`config.mk`:
```
export PLATFORM = sky130hd
export DESIGN_NAME = bis_queue
export DESIGN_NICKNAME = d
export VERILOG_FILES = /design/src/rtl/bis_pkg.sv /design/src/rtl/bis_queue.sv
export SDC_FILE = /design/constraint.sdc
export NUM_CORES = 1
export LEC_CHECK = 0
export BUFFER_PORTS_ARGS = -buffer_cell sky130_fd_sc_hd__buf_2
export CAP_MARGIN = 20
export CORE_MARGIN = 4
export CORE_UTILIZATION = 57
export CTS_CLUSTER_SIZE = 10
export DETAILED_ROUTE_END_ITERATION = 8
export MAX_ROUTING_LAYER = met4
export PLACE_DENSITY = 0.79
export SLEW_MARGIN = 20
export SYNTH_ARGS = -nofsm -noshare
export SYNTH_HDL_FRONTEND = slang
export SYNTH_SLANG_ARGS = --single-unit
```
`constraint.sdc`:
```
create_clock -name clk -period 4.8 [get_ports clk]
set_input_delay 0.96 -clock clk [delete_from_list [all_inputs] [get_ports clk]]
set_output_delay 0.96 -clock clk [all_outputs]
set_load 0.01 [all_outputs]
```
`src/rtl/bis_pkg.sv`:
```
package bis_pkg;

  localparam int FRAC_BITS  = 10;
  localparam int FRAC_MAX   = (1 << FRAC_BITS) - 1;
  localparam int ADDR_W     = 16;
  localparam int SRC_DEPTH  = 1 << ADDR_W;
  localparam int PIX_W      = 32;
  localparam int CH_W       = 8;
  localparam int NCH        = PIX_W / CH_W;
  localparam int COORD_W    = 10;
  localparam int SRC_DIM_W  = 9;
  localparam int DST_DIM_W  = 11;
  localparam int STEP_W     = SRC_DIM_W + FRAC_BITS;
  localparam int POS_W      = STEP_W + COORD_W;
  localparam int WT_W       = 8;
  localparam int WT_PROD_W  = 2 * FRAC_BITS;
  localparam int ACC_W      = 2 * CH_W + 2;
  localparam int NBR        = 4;
  localparam int NBR_W      = $clog2(NBR);
  localparam int QUEUE_DEPTH = 4;
  localparam int OUT_DEPTH  = 2;
  localparam int RES_W      = $clog2(OUT_DEPTH + 1);

  localparam int CFG_IDX_W  = 2;
  localparam int CFG_DATA_W = DST_DIM_W;

  localparam logic [CFG_IDX_W-1:0] REG_SRC_WIDTH  = 2'd0;
  localparam logic [CFG_IDX_W-1:0] REG_SRC_HEIGHT = 2'd1;
  localparam logic [CFG_IDX_W-1:0] REG_DST_WIDTH  = 2'd2;
  localparam logic [CFG_IDX_W-1:0] REG_DST_HEIGHT = 2'd3;

  localparam logic [SRC_DIM_W-1:0] SRC_DIM_RESET = 9'd256;
  localparam logic [DST_DIM_W-1:0] DST_DIM_RESET = 11'd256;

  localparam logic REQ_LOAD  = 1'b0;
  localparam logic REQ_QUERY = 1'b1;

  // s_axis_tdata layout, lowest bit first
  localparam int IN_ADDR_LSB  = 0;
  localparam int IN_PIX_LSB   = IN_ADDR_LSB + ADDR_W;
  localparam int IN_X_LSB     = IN_PIX_LSB + PIX_W;
  localparam int IN_Y_LSB     = IN_X_LSB + COORD_W;
  localparam int IN_USED_W    = IN_Y_LSB + COORD_W;
  localparam int IN_DATA_W    = ((IN_USED_W + 7) / 8) * 8;

  typedef struct packed {
    logic                            kind;
    logic [NBR-1:0][ADDR_W-1:0]      addr;
    logic [PIX_W-1:0]                pixel;
    logic [NBR-1:0][WT_W-1:0]        wt;
  } cmd_t;

  typedef struct packed {
    logic full;
    logic empty;
  } q_stat_t;

endpackage

```
`src/rtl/bis_queue.sv`:
```
module bis_queue #(
  parameter int DEPTH = 4
) (
  input  logic             clk,
  input  logic             rst,
  input  logic             push,
  input  bis_pkg::cmd_t    push_cmd,
  input  logic             pop,
  output bis_pkg::cmd_t    head,
  output bis_pkg::q_stat_t q_stat
);
  import bis_pkg::*;

  localparam int PTR_W = $clog2(DEPTH);
  localparam int CNT_W = $clog2(DEPTH + 1);

  cmd_t             slots [DEPTH];
  logic [PTR_W-1:0] wp, rp;
  logic [CNT_W-1:0] cnt;

  assign head         = slots[rp];
  assign q_stat.full  = cnt == CNT_W'(DEPTH);
  assign q_stat.empty = cnt == '0;

  always_ff @(posedge clk) begin
    if (rst) begin
      wp  <= '0;
      rp  <= '0;
      cnt <= '0;
    end else begin
      if (push) begin
        wp <= (wp == PTR_W'(DEPTH - 1)) ? '0 : wp + 1'b1;
      end
      if (pop) begin
        rp <= (rp == PTR_W'(DEPTH - 1)) ? '0 : rp + 1'b1;
      end
      if (push && !pop) begin
        cnt <= cnt + 1'b1;
      end else if (pop && !push) begin
        cnt <= cnt - 1'b1;
      end
    end
  end

  always_ff @(posedge clk) begin
    if (push) begin
      slots[wp] <= push_cmd;
    end
  end

endmodule

```
==> Yosys cells after proc, flatten, opt, wreduce, memory -nomap -nowiden <==
Memories as Yosys holds them, arrays and structs flattened. A register that Yosys moved wholly into a read port is not among the register bits.
Index checks and enable logic that the tools add are counted.
{ "totals": {"regBits": 7, "latch_bits": 0, "ram_bits": 516, "rom_bits": 0, "input_bits": 133, "output_inout_bits": 131, "word_cells": 25, "memories": 1} }
{ "memory_table": {"columns": ["name", "words", "width", "read_ports", "rd_ports_with_merged_regs", "write_ports", "line", "rtl"], "rows": [
  ["slots", 4, 129, 1, 1, 1, "bis_queue.sv:17", "cmd_t slots [DEPTH];"]
]} }
{ "classes": {"addsub": 4, "mul": 0, "n_div": 0, "magnitude_cmp": 0, "n_eq_ne": 3, "n_shift": 0, "mux": 8, "n_bitwise": 0, "reduce_logical": 6} }
{ "op_table": {"columns": ["op", "n"], "rows": [
  ["$mux W2", 4],
  ["$mux W3", 2],
  ["$add A2 B1 Y2 const B", 2],
  ["$eq A2 B2 Y1 const B", 2],
  ["$add A3 B1 Y3 const B", 1],
  ["$eq A3 B3 Y1 const B", 1],
  ["$logic_not A3 Y1", 1],
  ["$sub A3 B1 Y3 const B", 1],
  ["$logic_and A1 B1 Y1", 2],
  ["$logic_not A1 Y1", 2],
  ["$mux W1", 2],
  ["$reduce_bool A2 Y1", 1]
]} }

==> Logic depth before layout (Yosys ltp) <==
{ "logic_depth": {"ltp_word": 4, "ltp_mapped": 7} }

==> Least setup slack after synthesis <==
No wires, ideal clock.
{ "synth_path": {"path_type": "input port to flip-flop", "startpoint": "in push", "endpoint": "mem slots[0][0] in the netlist's numbering, enable pin", "t_arrival_ns": 3.915, "required_ns": 4.297, "path_slack_ns": 0.382, "cell_stages": 1, "path_buffers": 0, "cell_sequence": "and2_1"} }
{ "synth_via": {"elab_chain_cells": 2} }
{ "synth_rtl": {"columns": ["item", "line", "rtl"], "rows": [
  ["start, declared", "bis_queue.sv:6", "input logic push,"],
  ["$mux W1", "bis_queue.sv:46", "if (push) begin"],
  ["$mux W1 (implied by the code)", "bis_queue.sv:47", "slots[wp] <= push_cmd;"],
  ["end, declared", "bis_queue.sv:17", null]
]} }
Every way passes these cells.

==> flow_summary_export.csv <==
group,metric,value,unit
worst_setup_path,required,3.84,ns
synthesis,synth-simple-area-share,0.407,%
global_route,antenna_found_initial,14,
routing,vias,8650,
routing,drc,0,
timing,clock.fmax,275,MHz
clock_tree,cts_tree,"built",
final_layout,final_layout_size_suffix_gt1_share,45.7,%
routing,vias_per_cell,5.76,
timing,fin_skew,0.0138,ns
final_layout,fin_nets,1169,
pwr,total_power,10000,uW
clock_tree,cts_root_buf,"clkbuf_16",
synthesis,ys_seq_area_share,82.2,%
synthesis,syn_avg_cell_area,26.6,sq um
synthesis,synth-xor-area-share,0.0919,%
global_route,grt_max_degree,80,
synthesis,synth.top_cell.area_share,81.3,%
final_layout,final_area,0.0226,sq mm
pwr,leakage,0.00759,uW
routing,wl_met2,17700,microns
synthesis,synth_cell_type_count,19,
floorplanning,row_count,66,
placement,post_dp_cell_area,0.0209,sq mm
global_route,grt_overflow,0,
timing,setup_viol,0,
routing,drtIter0Drc,672,
global_route,grt_pass1_vias,9061,
routing,m1WireLength,14300,microns
timing,rsz0062_at_grt,"false",
floorplanning,dieHeight,191,microns
clock_tree,numCtsBuffers,59,
clock_tree,cts_setup_buffers,0,
pwr,powerDensity,443,mW/mm^2
synthesis,synthArstFlopShare,0,%
timing,setup_tns,0,ns
clock_tree,cts-resized-gates,0,
global_route,track_usage,21.0,%
final_layout,syn_to_final_growth,18.5,%
worst_setup_path,r2r_start,"wp[0]$_SDFFE_PP0P_",
routing,met3WireLength,3680,microns
pwr,vdd_drop_max,0.381,mV
synthesis,synthFlopType,"edfxtp_1",
placement,dp_hpwl,21600,microns
clock_tree,cts.clk_slew.worst_paths,0.05,ns
worst_setup_path,crit_path_start_kind,"register",
worst_setup_path,cp-end-kind,"output port",
timing,slew_violations,0,
synthesis,postSynthCellCount,717,
synthesis,synth_area,0.0191,sq mm
worst_setup_path,cp.arrival,2.68,ns
timing,final-hold-violation-count,0,
clock_tree,insertion_delay,0.59,ns
synthesis,synthMuxAreaShare,15.5,%
synthesis,yosys-top-cells-area,"edfxtp_1 81%, mux4_2 15%, dfxtp_1 0.95%, buf_6 0.77%, ha_1 0.39%",
routing,routed_wl,36400,microns
floorplanning,core_area,0.0328,sq mm
floorplanning,start_util,58.1,%
synthesis,ys_warn_count,0,
routing,firstDrtPassIters,5,
timing,fin_crit_sh,75.8,%
clock_tree,cts-htree-levels,2,
min_path,hp-class,"register to register",
global_route,grt_pass1_wl,55400,microns
synthesis,synth-edff-count,516,
clock_tree,cts_buffer_depth,3,
clock_tree,clock_sinks,525,
synthesis,synth_compound_area_share,0.0788,%
final_layout,nFillCells,1932,
routing,postRouteAntennaNets,0,
floorplanning,io_pins,264,
routing,dr.max_layer_used,"met4",
timing,slew_headroom,44.1,%
worst_setup_path,worstPathMaxFanout,40,
placement,place.gp.congestion,0.714,
synthesis,synth_adder_area_share,0.499,%
synthesis,ys_ff_latch,525,
synthesis,yosysTopAreaCell,"edfxtp_1",
placement,port_buffers,263,
synthesis,synth_nets,857,
flow_run,cap_violations,0,
min_path,hp-start,"cnt[2]$_SDFFE_PP0P_",
synthesis,synth_top_family_by_area,"multiplexers",
floorplanning,dieArea,0.0364,sq mm
floorplanning,die_x,191,microns
clock_tree,hold_buffers,0,
worst_setup_path,path_class,"register to output port",
timing,finalCriticalPeriod,3.64,ns
status,status,"complete, no violations",
timing,tightestPinTransition,0.838,ns
routing,wire_per_inst,24.2,microns
[worst paths after layout]
path                                                to  slack [ns]  depth (start not counted)
worst max-delay path                          head[48]        1.16                          3
worst min-delay path               cnt[2]$_SDFFE_PP0P_        0.54                          2
worst max register to register  slots[0][86]$_DFFE_PP_        2.71                          4
worst min register to register     cnt[2]$_SDFFE_PP0P_        0.54                          2
[layout by cell type, fill, tap and decap left out, drive strengths merged]
cell type / instances
nor3b: 2
edfxtp: 516
nor3: 1
mux2i: 4
dfxtp: 9
clkinv: 1
and2: 4
o21ai: 1
buf: 279
diode: 15
xor2: 2
or3: 1
clkbuf: 74
a21oi: 2
fa: 1
ha: 6
nor2: 7
bufinv: 1
inv: 6
mux4: 129
[worst max-delay path, cell delays in order (launching register included)]
cell     delay [ns]
dfxtp_4        0.90
buf_4          0.45
mux4_2         0.56
buf_2          0.16
[per-layer routing]
layer,GRT usage [%],vias up
met2,31.4,354
met3,7.49,56
met4,5.08,0
met1,28.5,4518
li1,-,3722
met5,-,-
[metrics by stage]
step	setup slack (ns)	hold WS [ns]	utilization [%]	cells
floorplan	0.382	0.460	-	717
global placement	1.70	0.481	63.9	1410
CTS	1.01	0.512	68.8	1488
detailed placement	1.65	0.505	63.9	1410
finish	1.16	0.535	68.9	1503
global route	0.924	0.551	68.9	1502
[state kept, by name, indices dropped and copies added, names as in the netlist, named ones only]
register and count:
rp 2, slots 516, cnt 3, wp 2
[power breakdown]
| group | leakage (uW) | internal, uW | switching, uW |
|---|---|---|---|
| combinational | 0.00199 | 375 | 442 |
| sequential | 0.00481 | 5260 | 76.7 |
| clock | 0.000786 | 2280 | 1580 |
| total | 0.00759 | 7920 | 2100 |
[synth_stat cells, types with 2 or more instances]
| cell type | instances |
|---|---|
| buf_2 | 9 |
| nor3b_1 | 2 |
| buf_6 | 13 |
| xor2_1 | 2 |
| buf_4 | 2 |
| ha_1 | 6 |
| edfxtp_1 | 516 |
| clkbuf_1 | 4 |
| nor2_1 | 7 |
| inv_1 | 4 |
| a21oi_1 | 2 |
| and2_1 | 4 |
| mux2i_1 | 4 |
| dfxtp_1 | 9 |
| mux4_2 | 129 |
[cell families after synthesis]
group	Yosys count
flops	525
mux	133
buf+inv	32
simple gates	15
fa+ha+maj	7
compound gates	3
xor+xnor	2
[area by class of cell]
class	count	area, sq um	share of cell area (%)
Antenna cell	15	37.5	0.166
Clock buffer	74	1550	6.88
Clock inverter	4	63.8	0.282
Inverter	4	15.0	0.0665
Multi-Input combinational cell	160	3160	14.0
Sequential cell	525	15700	69.4
Tap cell	442	553	2.45
Timing Repair Buffer	279	1520	6.75
(Power assumes the default switching activity.)
