## config.mk

```make
export PLATFORM = sky130hd
export DESIGN_NAME = bis_front
export DESIGN_NICKNAME = d
export VERILOG_FILES = /design/src/rtl/bis_pkg.sv /design/src/rtl/bis_front.sv
export SDC_FILE = /design/constraint.sdc
export NUM_CORES = 2
export LEC_CHECK = 0
export BUFFER_PORTS_ARGS = -buffer_cell sky130_fd_sc_hd__buf_2
export CORE_ASPECT_RATIO = 1.4
export CORE_UTILIZATION = 45
export DETAILED_ROUTE_END_ITERATION = 7
export GPL_TIMING_DRIVEN = 0
export MAX_ROUTING_LAYER = met4
export PLACE_DENSITY = 0.63
export SLEW_MARGIN = 20
export SYNTH_ARGS = -nofsm -noshare
export SYNTH_HDL_FRONTEND = slang
export SYNTH_SLANG_ARGS = --single-unit
```

## constraint.sdc

```tcl
create_clock -name clk -period 13.3 [get_ports clk]
set_clock_uncertainty 0.15 [all_clocks]
set_input_delay 0.665 -clock clk [delete_from_list [all_inputs] [get_ports clk]]
set_output_delay 0.665 -clock clk [all_outputs]
set_load 0.05 [all_outputs]
```

## src/rtl/bis_pkg.sv

```systemverilog
package bis_pkg;

  localparam int FRAC_BITS  = 10;
  localparam int FRAC_MAX   = (1 << FRAC_BITS) - 1;
  localparam int ADDR_W     = 16;
  localparam int SRC_DEPTH  = 1 << ADDR_W;
  localparam int PIX_W      = 32;
  localparam int CH_W       = 8;
  localparam int NCH        = PIX_W / CH_W;
  localparam int COORD_W    = 10;
  localparam int SRC_DIM_W  = 9;
  localparam int DST_DIM_W  = 11;
  localparam int STEP_W     = SRC_DIM_W + FRAC_BITS;
  localparam int POS_W      = STEP_W + COORD_W;
  localparam int WT_W       = 8;
  localparam int WT_PROD_W  = 2 * FRAC_BITS;
  localparam int ACC_W      = 2 * CH_W + 2;
  localparam int NBR        = 4;
  localparam int NBR_W      = $clog2(NBR);
  localparam int QUEUE_DEPTH = 4;
  localparam int OUT_DEPTH  = 2;
  localparam int RES_W      = $clog2(OUT_DEPTH + 1);

  localparam int CFG_IDX_W  = 2;
  localparam int CFG_DATA_W = DST_DIM_W;

  localparam logic [CFG_IDX_W-1:0] REG_SRC_WIDTH  = 2'd0;
  localparam logic [CFG_IDX_W-1:0] REG_SRC_HEIGHT = 2'd1;
  localparam logic [CFG_IDX_W-1:0] REG_DST_WIDTH  = 2'd2;
  localparam logic [CFG_IDX_W-1:0] REG_DST_HEIGHT = 2'd3;

  localparam logic [SRC_DIM_W-1:0] SRC_DIM_RESET = 9'd256;
  localparam logic [DST_DIM_W-1:0] DST_DIM_RESET = 11'd256;

  localparam logic REQ_LOAD  = 1'b0;
  localparam logic REQ_QUERY = 1'b1;

  // s_axis_tdata layout, lowest bit first
  localparam int IN_ADDR_LSB  = 0;
  localparam int IN_PIX_LSB   = IN_ADDR_LSB + ADDR_W;
  localparam int IN_X_LSB     = IN_PIX_LSB + PIX_W;
  localparam int IN_Y_LSB     = IN_X_LSB + COORD_W;
  localparam int IN_USED_W    = IN_Y_LSB + COORD_W;
  localparam int IN_DATA_W    = ((IN_USED_W + 7) / 8) * 8;

  typedef struct packed {
    logic                            kind;
    logic [NBR-1:0][ADDR_W-1:0]      addr;
    logic [PIX_W-1:0]                pixel;
    logic [NBR-1:0][WT_W-1:0]        wt;
  } cmd_t;

  typedef struct packed {
    logic full;
    logic empty;
  } q_stat_t;

endpackage

```

## src/rtl/bis_front.sv

```systemverilog
module bis_front (
  input  logic                           clk,
  input  logic                           rst,
  input  logic                           cfg_we,
  input  logic [bis_pkg::CFG_IDX_W-1:0]  cfg_index,
  input  logic [bis_pkg::CFG_DATA_W-1:0] cfg_wdata,
  input  logic                           s_axis_tvalid,
  output logic                           s_axis_tready,
  input  logic [bis_pkg::IN_DATA_W-1:0]  s_axis_tdata,
  input  logic                           s_axis_tuser,
  output logic                           push,
  output bis_pkg::cmd_t                  push_cmd,
  input  bis_pkg::q_stat_t               q_stat,
  output logic                           busy
);
  import bis_pkg::*;

  localparam int CNT_W = $clog2(STEP_W + 1);

  logic [SRC_DIM_W-1:0] src_width;
  logic [SRC_DIM_W-1:0] src_height;
  logic [DST_DIM_W-1:0] dst_width;
  logic [DST_DIM_W-1:0] dst_height;

  always_ff @(posedge clk) begin
    if (rst) begin
      src_width  <= SRC_DIM_RESET;
      src_height <= SRC_DIM_RESET;
      dst_width  <= DST_DIM_RESET;
      dst_height <= DST_DIM_RESET;
    end else if (cfg_we) begin
      unique case (cfg_index)
        REG_SRC_WIDTH:  src_width  <= cfg_wdata[SRC_DIM_W-1:0];
        REG_SRC_HEIGHT: src_height <= cfg_wdata[SRC_DIM_W-1:0];
        REG_DST_WIDTH:  dst_width  <= cfg_wdata[DST_DIM_W-1:0];
        REG_DST_HEIGHT: dst_height <= cfg_wdata[DST_DIM_W-1:0];
      endcase
    end
  end

  // step divider: one quotient bit per cycle for both axes
  logic              div_start;
  logic [CNT_W-1:0]  div_cnt;
  logic [STEP_W-1:0] nx, ny;
  logic [DST_DIM_W-1:0] rx, ry, dvx, dvy;
  logic [STEP_W-1:0] dx, dy;
  logic [DST_DIM_W:0] rx_sh, ry_sh, rx_sub, ry_sub;
  logic               x_ge, y_ge;
  logic [STEP_W-1:0] nx_next, ny_next;

  always_comb begin
    rx_sh   = {rx, nx[STEP_W-1]};
    ry_sh   = {ry, ny[STEP_W-1]};
    x_ge    = rx_sh >= {1'b0, dvx};
    y_ge    = ry_sh >= {1'b0, dvy};
    rx_sub  = x_ge ? rx_sh - {1'b0, dvx} : rx_sh;
    ry_sub  = y_ge ? ry_sh - {1'b0, dvy} : ry_sh;
    nx_next = {nx[STEP_W-2:0], x_ge};
    ny_next = {ny[STEP_W-2:0], y_ge};
  end

  always_ff @(posedge clk) begin
    if (rst) begin
      div_start <= 1'b1;
      div_cnt   <= '0;
    end else begin
      if (cfg_we) begin
        div_start <= 1'b1;
      end else if (div_start) begin
        div_start <= 1'b0;
      end
      if (div_start) begin
        div_cnt <= CNT_W'(STEP_W);
      end else if (div_cnt != '0) begin
        div_cnt <= div_cnt - 1'b1;
      end
    end
  end

  always_ff @(posedge clk) begin
    if (div_start) begin
      nx  <= {src_width, {FRAC_BITS{1'b0}}};
      ny  <= {src_height, {FRAC_BITS{1'b0}}};
      rx  <= '0;
      ry  <= '0;
      dvx <= (dst_width == '0) ? DST_DIM_W'(1) : dst_width;
      dvy <= (dst_height == '0) ? DST_DIM_W'(1) : dst_height;
    end else if (div_cnt != '0) begin
      nx <= nx_next;
      ny <= ny_next;
      rx <= rx_sub[DST_DIM_W-1:0];
      ry <= ry_sub[DST_DIM_W-1:0];
      if (div_cnt == CNT_W'(1)) begin
        dx <= nx_next;
        dy <= ny_next;
      end
    end
  end

  assign busy = div_start || (div_cnt != '0);

  // coordinate pipeline
  logic adv;
  logic s3_valid;
  cmd_t s3_cmd;

  assign adv           = !s3_valid || !q_stat.full;
  assign s_axis_tready = adv && !busy;
  assign push          = s3_valid && !q_stat.full;
  assign push_cmd      = s3_cmd;

  logic [COORD_W-1:0] in_x, in_y;
  assign in_x = s_axis_tdata[IN_X_LSB +: COORD_W];
  assign in_y = s_axis_tdata[IN_Y_LSB +: COORD_W];

  logic              s1_valid, s1_kind;
  logic [POS_W-1:0]  s1_su, s1_sv;
  logic [ADDR_W-1:0] s1_addr;
  logic [PIX_W-1:0]  s1_pixel;

  logic              s2_valid, s2_kind;
  logic [ADDR_W-1:0] s2_col, s2_rowp, s2_addr;
  logic              s2_sx, s2_sy;
  logic [NBR-1:0][WT_W-1:0] s2_wt;
  logic [PIX_W-1:0]  s2_pixel;

  logic [FRAC_BITS-1:0] fu, fv, fuc, fvc;
  logic [WT_PROD_W-1:0] p0, p1, p2, p3;
  logic [ADDR_W+SRC_DIM_W-1:0] row_prod;
  logic [POS_W:0]       sum_x, sum_y;
  logic [STEP_W-1:0]    lim_x, lim_y;
  logic                 sx, sy;
  logic [NBR-1:0][WT_W-1:0] wt;

  always_comb begin
    fu  = s1_su[FRAC_BITS-1:0];
    fv  = s1_sv[FRAC_BITS-1:0];
    fuc = FRAC_BITS'(FRAC_MAX) - fu;
    fvc = FRAC_BITS'(FRAC_MAX) - fv;
    p0  = {{FRAC_BITS{1'b0}}, fuc} * {{FRAC_BITS{1'b0}}, fvc};
    p1  = {{FRAC_BITS{1'b0}}, fu} * {{FRAC_BITS{1'b0}}, fvc};
    p2  = {{FRAC_BITS{1'b0}}, fuc} * {{FRAC_BITS{1'b0}}, fv};
    p3  = {{FRAC_BITS{1'b0}}, fu} * {{FRAC_BITS{1'b0}}, fv};
    wt[0] = p0[WT_PROD_W-1 -: WT_W];
    wt[1] = p1[WT_PROD_W-1 -: WT_W];
    wt[2] = p2[WT_PROD_W-1 -: WT_W];
    wt[3] = p3[WT_PROD_W-1 -: WT_W];
    row_prod = {{SRC_DIM_W{1'b0}}, s1_sv[FRAC_BITS +: ADDR_W]}
             * {{ADDR_W{1'b0}}, src_width};
    sum_x = {1'b0, s1_su} + {{(POS_W+1-STEP_W){1'b0}}, dx};
    sum_y = {1'b0, s1_sv} + {{(POS_W+1-STEP_W){1'b0}}, dy};
    lim_x = {src_width - 1'b1, {FRAC_BITS{1'b0}}};
    lim_y = {src_height - 1'b1, {FRAC_BITS{1'b0}}};
    sx = (src_width != '0) && (sum_x <= {{(POS_W+1-STEP_W){1'b0}}, lim_x});
    sy = (src_height != '0) && (sum_y <= {{(POS_W+1-STEP_W){1'b0}}, lim_y});
  end

  logic [ADDR_W-1:0] base, ystep;
  cmd_t              s3_next;

  always_comb begin
    base  = s2_col + s2_rowp;
    ystep = s2_sy ? {{(ADDR_W-SRC_DIM_W){1'b0}}, src_width} : '0;
    s3_next.kind    = s2_kind;
    s3_next.pixel   = s2_pixel;
    s3_next.wt      = s2_wt;
    s3_next.addr[0] = (s2_kind == REQ_LOAD) ? s2_addr : base;
    s3_next.addr[1] = base + {{(ADDR_W-1){1'b0}}, s2_sx};
    s3_next.addr[2] = base + ystep;
    s3_next.addr[3] = base + ystep + {{(ADDR_W-1){1'b0}}, s2_sx};
  end

  always_ff @(posedge clk) begin
    if (rst) begin
      s1_valid <= 1'b0;
      s2_valid <= 1'b0;
      s3_valid <= 1'b0;
    end else if (adv) begin
      s1_valid <= s_axis_tvalid && s_axis_tready;
      s2_valid <= s1_valid;
      s3_valid <= s2_valid;
    end
  end

  always_ff @(posedge clk) begin
    if (adv) begin
      s1_kind  <= s_axis_tuser;
      s1_addr  <= s_axis_tdata[IN_ADDR_LSB +: ADDR_W];
      s1_pixel <= s_axis_tdata[IN_PIX_LSB +: PIX_W];
      s1_su    <= {{(POS_W-COORD_W){1'b0}}, in_x} * {{(POS_W-STEP_W){1'b0}}, dx};
      s1_sv    <= {{(POS_W-COORD_W){1'b0}}, in_y} * {{(POS_W-STEP_W){1'b0}}, dy};

      s2_kind  <= s1_kind;
      s2_addr  <= s1_addr;
      s2_pixel <= s1_pixel;
      s2_col   <= s1_su[FRAC_BITS +: ADDR_W];
      s2_rowp  <= row_prod[ADDR_W-1:0];
      s2_sx    <= sx;
      s2_sy    <= sy;
      s2_wt    <= wt;

      s3_cmd   <= s3_next;
    end
  end

endmodule

```

# == Word-level counts from Yosys, hierarchy flattened ==
# Index checks and enable logic that the tools add are counted.
# word_totals
out_inout_bits,132
ff_bits,520
# classes
bitwise_logic,1
n_mux,11
addsub,13
order_cmp,4
reduce_logical,23
mul,7
eq_ne,4
# op_table
op,count
10-bit by 10-bit multiplier with 20-bit output,4
19-bit 2-to-1 mux,4
29-bit by 19-bit adder with 30-bit output,2
30-bit by 19-bit <= comparator with 1-bit output,2
10-bit by 19-bit multiplier with 29-bit output,2
16-bit by 1-bit adder with 16-bit output,2
12-bit by 11-bit >= comparator with 1-bit output,2
11-bit logical NOT,2
11-bit 2-to-1 mux,2
11-bit subtractor,2
"10-bit subtractor, first input constant",2
9-bit nonzero test,2
"9-bit by 1-bit subtractor with 9-bit output, second input constant",2
16-bit adder,1
16-bit by 9-bit adder with 16-bit output,1
16-bit by 9-bit multiplier with 16-bit output,1
16-bit 2-to-1 mux,1
5-bit 2-to-1 mux,2
9-bit 2-to-1 mux,1
2-bit AND reduction,4
"5-bit by 1-bit equality test with 1-bit output, second input constant",1
1-bit logical AND,5
5-bit nonzero test,1
"5-bit by 1-bit subtractor with 5-bit output, second input constant",1
other kinds (10),14

# == Longest topological paths before layout ==
# logic_depth
ltp_word,5
depth_mapped,23
depth_no_buf,22

# == Worst setup path before layout ==
# No wires, ideal clock.
# synth_path
path_kind,input to register
start,in q_stat[1] (netlist name)
end,"reg s3_cmd, in the netlist push_cmd[0], enable pin"
setup_slack_ns,4.141
path_stages,1
setup_time_ns,2.622
required_time_ns,10.528
t_arrival_ns,6.387
path_cell_list,nand2_1
# synth_between
elab_chain_cells,2
# synth_lines
element,line,text
from (decl),bis_front.sv:13,"input bis_pkg::q_stat_t q_stat,"
1-bit logical NOT,bis_front.sv:107,assign adv = !s3_valid || !q_stat.full;
1-bit logical OR,bis_front.sv:107,
to (signal assigned),bis_front.sv:202,s3_cmd <= s3_next;
to (decl),bis_front.sv:105,cmd_t s3_cmd;
# No other way between the ends.
# A chain may end at the register's enable or synchronous reset.

# == Final worst setup path ==
# layout_path
start,reg s1_su[5]
end,reg s2_wt[7] (netlist name) (data pin)
# layout_between
elab_chain_cells,2
# layout_lines
element,line,text
from (decl),bis_front.sv:117,"logic [POS_W-1:0] s1_su, s1_sv;"
from (signal assigned),bis_front.sv:190,"s1_su <= {{(POS_W-COORD_W){1'b0}}, in_x} * {{(POS_W-STEP_W){1'b0}}, dx};"
10-bit subtractor,bis_front.sv:138,fuc = FRAC_BITS'(FRAC_MAX) - fu;
10-bit by 10-bit multiplier with 20-bit output,bis_front.sv:140,"p0 = {{FRAC_BITS{1'b0}}, fuc} * {{FRAC_BITS{1'b0}}, fvc};"
net p0[19],bis_front.sv:128,"logic [WT_PROD_W-1:0] p0, p1, p2, p3;"
to (signal assigned),bis_front.sv:200,s2_wt <= wt;
to (decl),bis_front.sv:124,logic [NBR-1:0][WT_W-1:0] s2_wt;
# The timed path passes the listed nets, and every way through them passes these cells.

==> results.py <==
metrics = {
    "critical_path": {
        "timing.rr.start": "s1_su[5]",
        "cp-startpoint": "s1_su[5]",
        "path_max_fanout": 10,
        "critical_path_class": "reg2reg",
        "ff2ff_path_depth": 22,
        "timing.critical_path.to": "s2_wt[7]",
        "rrSetupSlack_ns": 6.27,
        "crit_chain": "clkbuf_1 > clkbuf_1 > nor2_1 > fa_1 > inv_1 > fa_1 > inv_1 > fa_1 > inv_1 > fa_1 > inv_1 > ha_1 > ha_1 > a211o_1 > a21oi_1 > nand2_1 > a21oi_1 > a211oi_1 > o41ai_2 > o21ai_1 > o31ai_1 > xnor2_1",
        "r2r-end": "s2_wt[7]",
        "cpPeakStageDelay_ns": 0.63,
        "crit_path_start_kind": "flip-flop",
        "arrival_ns": 7.23,
        "cpMaxStageDelayCell": "edfxtp_1",
        "end_kind": "flip-flop",
        "worstPathRequired_ns": 13.50,
    },
    "run": {
        "drv_cap": 0,
    },
    "timing": {
        "setup_viol": 0,
        "setup_tns_ns": 0,
        "rsz0062_at_grt": "false",
        "maxSlewHeadroom": 0.3015,
        "fin_crit_ns": 7.031,
        "fmax_mhz": 142.2,
        "finalHoldViolations": 0,
        "drv_slew": 0,
        "min_period_over_period": 0.5286,
        "tightestPinTransition_ns": 1.047,
    },
    "cts": {
        "cts-buffers-inserted": 53,
        "tritoncts": "built",
        "post_cts_buffers": 0,
        "cts_hold_buf": 0,
        "clock-root-buffer": "clkbuf_16",
        "clk_pin_slew_ns": 0.07,
        "htreeDepth": 2,
        "clkSinkCount": 520,
        "clockBufferDepth": 3,
        "clk_latency_ns": 0.64,
        "cts_resized": 0,
    },
    "global_route": {
        "grt_max_degree": 58,
        "grt_use_total": 0.2268,
        "gr-total-overflow": 0,
        "grt_pass1_vias": 36520,
        "grt_pass1_wl_um": 195500,
        "antenna_found_initial": 1,
    },
    "yosys": {
        "synthAdderAreaFrac": 0.3538,
        "synth_xor_area_frac": 0.03743,
        "synth_area_leaders": "edfxtp_1 26%, fa_1 23%, ha_1 12%",
        "yosysUniqueCellTypes": 101,
        "ys_ff_latch": 520,
        "ys_warn_count": 0,
        "synthSimpleGateAreaFrac": 0.1563,
        "synth.avg_cell_area_um2": 10.17,
        "synth_nets": 6059,
        "synth_mux_area_frac": 0.009979,
        "synth_top_cell_by_area": "edfxtp_1",
        "async_reset_ff_frac": 0,
        "syn_area_um2": 49900,
        "synth-compound-area-share": 0.07489,
        "ys_seq_area_frac": 0.2946,
        "netlist_instances": 4907,
        "synth_top_family_by_area": "adder cells",
        "ys.flop_type": "edfxtp_1",
        "synth_edf_count": 429,
        "synth_top_area_share": 0.2581,
    },
    "placement": {
        "io_buffers": 211,
        "dp_hpwl_um": 97720,
        "place.gp.congestion": 0.9334,
    },
    "outcome": {
        "status": "complete, no violations",
    },
    "final_layout": {
        "fillers": 10120,
        "seq_area_um2": 14710,
        "fin_nets": 6333,
        "areaGrowthSynthToFinish_pct": 9.886,
        "final_cell_mix": "737 x inv_1, 585 x fa_1, 551 x nand2_1",
        "layout_commonest_cell": "inv_1",
        "drive_gt1_frac": 0.08285,
        "multi_input_comb_area_um2": 31570,
    },
    "worst_hold_path": {
        "min_from": "s_axis_tdata[29]",
        "hold_class": "in2reg",
    },
    "drt": {
        "avgRoutedWirePerCell_um": 18.32,
        "via_per_inst": 5.256,
        "drtIter0Drc": 1918,
        "dr_total_vias": 35150,
        "totalWireLength_um": 122500,
        "drc": 0,
        "dr.pass1.iters": 7,
        "detail-route-antenna-nets": 0,
    },
    "die": {
        "start_util": 0.4533,
        "fp.dieW_um": 283.4,
        "die_h_um": 396.0,
        "placementRows": 144,
        "core_area_um2": 110100,
        "dieArea_um2": 112300,
        "top_level_ports": 224,
    },
}
[worst max-delay path: cells and delay by family (launching register included)]
family / cells / cell delay [ns]
buf+inv: 6 / 1.25
simple gates: 2 / 0.20
fa+ha+maj: 6 / 2.57
compound gates: 7 / 1.83
flops: 1 / 0.63
xor+xnor: 1 / 0.10
[cell families (layout without fill, tap and decap cells)]
logic type | count (synthesis) | in the layout
AOI/OAI and AO/OA | 552 | 552
xor gates and xnor gates | 203 | 203
adders and majority gates | 1060 | 1060
buffers and inverters | 966 | 1285
DFF | 520 | 520
muxes | 48 | 48
other | 0 | 1
and+or+nand+nor | 1558 | 1558
[final cells by class]
type                            count  area share
Timing Repair Buffer              219     0.02327
Clock inverter                     38    0.007986
Tap cell                         1460     0.03331
Sequential cell                   520      0.2682
Inverter                          737     0.05045
Buffer                            229     0.01597
Antenna cell                        1  0.00004563
Multi-Input combinational cell   3421      0.5756
Clock buffer                       62     0.02517
[worst min-delay path by stage]
stage | endpoint | slack (ns) | cells after the start
6_report | s1_pixel[13] | 0.04 | 1
5_1_grt | s1_pixel[13] | 0.02 | 1
4_1_cts | s1_pixel[13] | 0.003 | 1
3_5_place_dp | push_cmd[21] | 0.25 | 0
3_3_place_gp | push_cmd[49] | 0.25 | 0
2_1_floorplan | push_cmd[0] | 0.25 | 0
[cells in the mapped netlist (6+ instances only)]
master     number
o2111ai_1       7
nor4_1         15
a21oi_1       147
dfxtp_1        91
nor2b_1       106
a21o_1         63
o21bai_1       19
mux2_2         14
o21ai_0       102
a311oi_1        6
ha_1          475
o31ai_1         8
nand4_1        30
nand2b_1      110
a211o_1        12
clkbuf_1      217
nor2_1        215
nand3b_1        7
xnor2_1       138
o211ai_1       19
o311ai_0        6
a21boi_0        7
buf_1           8
fa_1          585
nand3_1        52
nor3_1         52
mux2i_1        34
or3_1          14
or2_2          63
xor2_1         56
nand2_1       552
inv_1         737
and2_1        290
a31oi_1        20
edfxtp_1      429
o31a_1         12
a211oi_1       21
o21a_1         27
and3_1         24
[per-stage QoR]
| stage | utilization | area (um^2) | hold slack [ns] | cells | setup slack, ns |
|---|---|---|---|---|---|
| floorplan | - | 49900 | 0.2503 | 4907 | 4.141 |
| global route | 0.4981 | 54840 | 0.01727 | 6687 | 5.855 |
| CTS | 0.4981 | 54830 | 0.002687 | 6686 | 6.245 |
| finish | 0.4981 | 54840 | 0.03912 | 6687 | 6.269 |
| global placement | 0.4795 | 52790 | 0.2502 | 6578 | 0.1059 |
| detailed placement | 0.4816 | 53020 | 0.2545 | 6586 | 6.144 |
[sequential cells by signal, indices dropped and copies added (netlist names), 16 cells and up]
name      flops
push_cmd    129
s1_pixel     32
s2_pixel     32
s2_wt        32
s1_su        29
s1_sv        29
dx           19
dy           19
nx           19
ny           19
s1_addr      16
s2_addr      16
s2_col       16
s2_rowp      16
[layer usage]
metal / track usage / vias to the layer above / wire [um]
met5: - / - / 0
met4: 0.06506 / 0 / 3765
met3: 0.02152 / 205 / 5169
met2: 0.4133 / 798 / 64620
met1: 0.2636 / 17660 / 48940
li1: - / 16490 / -
Power is not shown: default switching activity piles up to over one toggle a cycle in this logic, so the estimate is an artifact.
